**src/rtl/core/dov_pkg.sv**
```systemverilog
package dov_pkg;

	localparam logic [7:0] CODE_PAD      = 8'd0;
	localparam logic [7:0] CODE_END      = 8'd255;
	localparam logic [7:0] CODE_MSG_TYPE = 8'd53;

	localparam logic [1:0] PH_CODE  = 2'd0;
	localparam logic [1:0] PH_LEN   = 2'd1;
	localparam logic [1:0] PH_VALUE = 2'd2;
	localparam logic [1:0] PH_DONE  = 2'd3;

	typedef enum logic [2:0] {
		ERR_NONE     = 3'd0,
		ERR_NO_LEN   = 3'd1,
		ERR_ZERO_LEN = 3'd2,
		ERR_OVERRUN  = 3'd3,
		ERR_BAD_LEN  = 3'd4,
		ERR_NO_END   = 3'd5
	} err_t;

	typedef enum logic [2:0] {
		LEN_ANY  = 3'd0,
		LEN_ONE  = 3'd1,
		LEN_FOUR = 3'd2,
		LEN_EVEN = 3'd3,
		LEN_MUL4 = 3'd4,
		LEN_MUL8 = 3'd5
	} len_rule_t;

	typedef struct packed {
		logic [1:0] phase;
		logic [7:0] code;
		logic [7:0] left;
		logic       first;
		logic [7:0] ctype;
		err_t       err;
	} walk_state_t;

	localparam walk_state_t WALK_RESET = '{
		phase: PH_CODE, code: 8'd0, left: 8'd0, first: 1'b0,
		ctype: 8'd0, err: ERR_NONE
	};

	typedef struct packed {
		logic       well_formed;
		err_t       error_kind;
		logic [7:0] msg_type;
	} verdict_t;

	function automatic len_rule_t len_rule(input logic [7:0] code);
		len_rule_t r;
		r = LEN_ANY;
		case (code)
			8'd1, 8'd2, 8'd16, 8'd24, 8'd28, 8'd32, 8'd35, 8'd38, 8'd50, 8'd51,
			8'd54, 8'd58, 8'd59:
				r = LEN_FOUR;
			8'd3, 8'd4, 8'd5, 8'd6, 8'd7, 8'd8, 8'd9, 8'd10, 8'd11, 8'd41, 8'd42,
			8'd44, 8'd45, 8'd48, 8'd49, 8'd65, 8'd68, 8'd69, 8'd70, 8'd71, 8'd72,
			8'd73, 8'd74, 8'd75, 8'd76:
				r = LEN_MUL4;
			8'd19, 8'd20, 8'd23, 8'd27, 8'd29, 8'd30, 8'd31, 8'd34, 8'd36, 8'd37,
			8'd39, 8'd46, 8'd52, 8'd53:
				r = LEN_ONE;
			8'd21, 8'd33:
				r = LEN_MUL8;
			8'd25:
				r = LEN_EVEN;
			default:
				r = LEN_ANY;
		endcase
		return r;
	endfunction

	function automatic logic len_ok(input logic [7:0] code, input logic [7:0] len);
		logic ok;
		ok = 1'b1;
		unique case (len_rule(code))
			LEN_ONE:  ok = (len == 8'd1);
			LEN_FOUR: ok = (len == 8'd4);
			LEN_EVEN: ok = (len[0] == 1'b0);
			LEN_MUL4: ok = (len[1:0] == 2'd0);
			LEN_MUL8: ok = (len[2:0] == 3'd0);
			default:  ok = 1'b1;
		endcase
		return ok;
	endfunction

endpackage

```
**src/rtl/core/dov_step.sv**
```systemverilog
module dov_step
	import dov_pkg::*;
(
	input  walk_state_t cur,
	input  logic [7:0]  data_byte,
	input  logic        last_byte,
	output walk_state_t nxt,
	output verdict_t    verdict
);

	walk_state_t w;

	always_comb begin
		w = cur;
		unique case (cur.phase)
			PH_CODE: begin
				if (data_byte == CODE_PAD) begin
					w = cur;
				end else if (data_byte == CODE_END) begin
					w.phase = PH_DONE;
				end else if (last_byte) begin
					w.err   = ERR_NO_LEN;
					w.phase = PH_DONE;
				end else begin
					w.code  = data_byte;
					w.phase = PH_LEN;
				end
			end
			PH_LEN: begin
				if (data_byte == 8'd0) begin
					w.err   = ERR_ZERO_LEN;
					w.phase = PH_DONE;
				end else if (last_byte) begin
					w.err   = ERR_OVERRUN;
					w.phase = PH_DONE;
				end else if (!len_ok(cur.code, data_byte)) begin
					w.err   = ERR_BAD_LEN;
					w.phase = PH_DONE;
				end else begin
					w.left  = data_byte;
					w.first = 1'b1;
					w.phase = PH_VALUE;
				end
			end
			PH_VALUE: begin
				if (cur.first && cur.code == CODE_MSG_TYPE) begin
					w.ctype = data_byte;
				end
				w.first = 1'b0;
				w.left  = cur.left - 8'd1;
				if (w.left == 8'd0) begin
					w.phase = PH_CODE;
				end else if (last_byte) begin
					w.err   = ERR_OVERRUN;
					w.phase = PH_DONE;
				end
			end
			default: begin
				w = cur;
			end
		endcase

		if (w.err != ERR_NONE) begin
			verdict = '{well_formed: 1'b0, error_kind: w.err, msg_type: 8'd0};
		end else if (w.phase == PH_DONE) begin
			verdict = '{well_formed: 1'b1, error_kind: ERR_NONE, msg_type: w.ctype};
		end else begin
			verdict = '{well_formed: 1'b0, error_kind: ERR_NO_END, msg_type: 8'd0};
		end

		nxt = last_byte ? WALK_RESET : w;
	end

endmodule

```
**src/rtl/core/dhcp_option_validator.sv**
```systemverilog
// Channel   Handshake            Fields
// request   in_valid / in_stall  data_byte[7:0], last_byte
// verdict   out_valid / out_stall well_formed, error_kind[2:0], msg_type[7:0]
//
// One byte per cycle while no last byte is stalled. A taken last byte passes through the
// input register and then the verdict register, around one table lookup and length
// update.
// arst_n clears the walk state and both valid flags; the next byte starts a buffer.
// A held verdict stalls only a waiting last byte; other bytes keep flowing.
module dhcp_option_validator
	import dov_pkg::*;
(
	input  logic       clk,
	input  logic       arst_n,
	input  logic       in_valid,
	output logic       in_stall,
	input  logic [7:0] data_byte,
	input  logic       last_byte,
	output logic       out_valid,
	input  logic       out_stall,
	output logic       well_formed,
	output logic [2:0] error_kind,
	output logic [7:0] msg_type
);

	logic        valid_s1;
	logic [7:0]  byte_s1;
	logic        last_s1;
	walk_state_t state_q;
	walk_state_t state_nxt;
	verdict_t    verdict;
	verdict_t    verdict_q;
	logic        out_valid_q;
	logic        out_free;
	logic        go_s1;
	logic        accept;

	assign out_free = !out_valid_q || !out_stall;
	assign go_s1    = valid_s1 && (!last_s1 || out_free);
	assign in_stall = valid_s1 && !go_s1;
	assign accept   = in_valid && !in_stall;

	dov_step u_step (
		.cur       (state_q),
		.data_byte (byte_s1),
		.last_byte (last_s1),
		.nxt       (state_nxt),
		.verdict   (verdict)
	);

	always_ff @(posedge clk or negedge arst_n) begin
		if (!arst_n) begin
			valid_s1    <= 1'b0;
			state_q     <= WALK_RESET;
			out_valid_q <= 1'b0;
		end else begin
			if (accept) begin
				valid_s1 <= 1'b1;
			end else if (go_s1) begin
				valid_s1 <= 1'b0;
			end
			if (go_s1) begin
				state_q <= state_nxt;
			end
			if (go_s1 && last_s1) begin
				out_valid_q <= 1'b1;
			end else if (!out_stall) begin
				out_valid_q <= 1'b0;
			end
		end
	end

	always_ff @(posedge clk) begin
		if (accept) begin
			byte_s1 <= data_byte;
			last_s1 <= last_byte;
		end
		if (go_s1 && last_s1) begin
			verdict_q <= verdict;
		end
	end

	assign out_valid   = out_valid_q;
	assign well_formed = verdict_q.well_formed;
	assign error_kind  = verdict_q.error_kind;
	assign msg_type    = verdict_q.msg_type;

endmodule

```
**config.mk**
```make
export PLATFORM = sky130hd
export DESIGN_NAME = dhcp_option_validator
export DESIGN_NICKNAME = d
export VERILOG_FILES = /design/src/rtl/core/dov_pkg.sv /design/src/rtl/core/dov_step.sv /design/src/rtl/core/dhcp_option_validator.sv
export SDC_FILE = /design/constraint.sdc
export NUM_CORES = 1
export LEC_CHECK = 0
export BUFFER_PORTS_ARGS = -buffer_cell sky130_fd_sc_hd__buf_2
export CORE_AREA = 2 2 87 89
export DETAILED_ROUTE_END_ITERATION = 7
export DIE_AREA = 0 0 89 91
export PLACE_DENSITY_LB_ADDON = 0.1
export SETUP_SLACK_MARGIN = 0.3
export SYNTH_ARGS = -nofsm -noshare
export SYNTH_HDL_FRONTEND = slang
export SYNTH_HIERARCHICAL = 1
export SYNTH_SLANG_ARGS = --single-unit
```
**constraint.sdc**
```tcl
create_clock -name clk -period 5.73 [get_ports clk]
set_input_delay 1.719 -clock clk [delete_from_list [all_inputs] [get_ports clk]]
set_output_delay 1.719 -clock clk [all_outputs]
set_load 0.01 [all_outputs]
```
==> flow_metrics.tcl <==
set metrics [dict create \
    overflow 0 \
    crit_fanout 3 \
    gp_congestion 0.906 \
    min_period_ns 3.87 \
    internal_power_mw 0.969 \
    ys_types 62 \
    die_h_um 91 \
    end_kind "primary output" \
    synth_edf_count 21 \
    wl_per_cell_um 17.4 \
    synth_cells 468 \
    crit_type "in2out" \
    rsz0062_at_grt "false" \
    fin_setup_tns_ns 0 \
    clk_latency_ns 0.31 \
    avgSynthCellArea_um2 8.99 \
    layout.cells.non_filler 564 \
    antenna_left 0 \
    synth_seq_cells 53 \
    synth_nets 493 \
    pwr-share-comb_pct 51.3 \
    multi_input_area_um2 2480 \
    cts.repair.resized 0 \
    final-setup-viol-count 0 \
    cp-start-kind "primary input" \
    ir_drop_mv 0.341 \
    cts.sink_count 53 \
    yosysWarnings 6 \
    ys_seq_area_share_pct 34.0 \
    coreArea_um2 7140 \
    nets 489 \
    via_per_inst 6.35 \
    antenna_found_initial 0 \
    grt_pass1_wl_um 16300 \
    firstDrtPassIters 5 \
    grt_pass1_vias 3287 \
    cts_tree "yes" \
    timing.hold.ws_ns 0.539 \
    synth_async_sr_flop_share_pct 60.4 \
    dieArea_um2 8100 \
    synthFlopType "dfrtp_1" \
    cts_setup_buffers 0 \
    p_seq_share_pct 33.4 \
    vias 3582 \
    dpl_cell_area_um2 4270 \
    wl_um 9820 \
    power.leakage_nw 1.77 \
    n_antenna_cell 0 \
    maxCapViolCount 0 \
    finalInstanceArea_um2 4390 \
    grt_max_degree 79 \
    io_pins 27 \
    initial_core_util_pct 58.9 \
    synth_area_um2 4210 \
    drc_errors 0 \
    drtIter0Drc 293 \
    fmax_ghz 0.258 \
    ff_latch_area_um2 1430 \
    p_per_area_nw_per_um2 399 \
    outcome "finished clean" \
    cp.required_ns 4.01 \
    switching_share_pct 44.8 \
    fillers 646 \
    grtUsageTotal_pct 25.1 \
    arrival_ns 2.16 \
    place_inst 556 \
    layout-drive-gt1-share_pct 17.4 \
    hold_class "reg2reg" \
    hold_viol_final 0 \
    worst_pin_slew_ns 0.995 \
    slew_violations 0 \
    finClkSkew_ns 0.00635 \
    clock-root-buffer "clkbuf_8" \
    clk_path_buf_depth 2 \
    power_switching_mw 0.785 \
    hpwl_um 6240 \
    io_buffers 26 \
    finalCritPeriodShare_pct 67.6 \
    clk_pin_slew_ns 0.10 \
    cts_buffers 5 \
    p_clk_share_pct 15.4 \
    die-width_um 89 \
    rows 31 \
    max_slew_margin_pct 33.6 \
    cts_htree_levels 2 \
    syn_to_final_growth_pct 4.37 \
    hold_buffers 0 \
]
placed cells by master, fill, tap and decap left out, types with 2 or more instances in the layout:
cell and instances:
nand3b_1 7, or2_2 2, o31ai_1 2, nand3_1 2
buf_2 26, dfrtp_1 32, or3b_1 2, o211ai_2 30
a31oi_1 11, o22ai_1 2, a211oi_1 5, or3_1 3
xnor2_1 4, mux2i_1 17, nand2b_1 37, ha_1 12
a211o_1 3, nor2_1 38, nand4_1 39, nand2_1 56
o32ai_1 6, inv_1 17, and4_1 3, a21o_1 3
edfxtp_1 21, and2_1 3, nor4_1 9, a31o_2 2
a21oi_1 8, clkbuf_8 5, and3_1 3, nor2b_1 2
nor3_1 7, buf_4 5, o21ai_0 12
flip-flops by register name, indices dropped and copies added (netlist names):
name	count
last_s1	1
well_formed	1
byte_s1	8
error_kind	3
out_valid	1
msg_type	8
valid_s1	1
state_q	30
worst max-delay path, cell delays in order:
cell and delay, ns:
buf_2 0.09, nand4_1 0.13, inv_1 0.10, buf_2 0.13
cell type report:
class / instances / area share, %
clock buffers: 5 / 1.57
inverters: 17 / 1.45
flip-flops and latches: 53 / 32.6
multi-input cells: 356 / 56.6
clock inverters: 3 / 1.14
well taps: 99 / 2.82
repair buffers: 31 / 3.82
layer usage:
layer	global-route usage, %	share of wire [%]
met1	37.9	47
met2	38.1	46
met3	2.82	5.0
met4	6.97	1.8
met5	0	0
synthesized netlist by cell type, types with 2 or more instances:
library cell	n	area (µm²)
ha_1	12	150
nor2b_1	2	12.5
dfrtp_1	32	801
o22ai_1	2	12.5
nand3b_1	7	52.6
nand3_1	2	10.0
a21o_1	3	22.5
o211ai_2	30	375
or3_1	3	18.8
o32ai_1	6	52.6
clkbuf_1	16	60.1
buf_2	19	95.1
and2_1	3	18.8
nand2_1	56	210
or3b_1	2	17.5
a211oi_1	5	37.5
or2_2	2	12.5
nor2_1	38	143
a31o_2	2	17.5
nor3_1	7	35.0
a211o_1	3	26.3
a31oi_1	11	68.8
xnor2_1	4	35.0
mux2i_1	17	170
o21ai_0	12	60.1
nor4_1	9	56.3
and4_1	3	26.3
and3_1	3	18.8
nand2b_1	37	231
inv_1	17	63.8
a21oi_1	8	40.0
edfxtp_1	21	631
buf_6	6	67.6
o31ai_1	2	15.0
nand4_1	39	244
kinds of logic after synthesis:
kind of cell    after synthesis  share of synthesized area (%)
buf+inv                      59                           6.90
mux                          17                           4.05
compound gates              100                           22.0
simple gates                222                           28.4
flops                        53                           34.0
xor+xnor                      5                           1.04
fa+ha+maj                    12                           3.57
final timing paths:
path | slack [ns] | start | endpoint | cells after the start
min in group asynchronous | 1.47 | arst_n | state_q[21] | 1
setup reg to reg | 2.01 | state_q[21] | msg_type[7] | 10
max in group asynchronous | 3.74 | arst_n | state_q[4] | 1
hold reg to reg | 0.54 | state_q[5] | state_q[5] | 2
hold / removal | 0.54 | state_q[5] | state_q[5] | 2
setup / recovery | 1.86 | out_stall | in_stall | 4
metrics by stage:
stage | setup slack, ns | util [%] | total power [mW]
3_5_place_dp | 1.85 | 59.9 | 1.47
2_1_floorplan | 1.94 | - | 1.32
5_1_grt | 1.73 | 61.5 | 1.89
4_1_cts | 1.85 | 61.5 | 1.75
3_3_place_gp | 1.87 | 59.9 | 1.45
6_report | 1.86 | 61.5 | 1.75
power groups by stage:
stage / clock network, mW / registers (mW) / logic [mW]
6_report: 0.269 / 0.585 / 0.899
5_1_grt: 0.287 / 0.600 / 1.01
4_1_cts: 0.278 / 0.583 / 0.884
3_5_place_dp: 0 / 0.592 / 0.880
3_3_place_gp: 0 / 0.587 / 0.865
2_1_floorplan: 0 / 0.548 / 0.769
No activity file was read; power rests on OpenSTA's default activity.
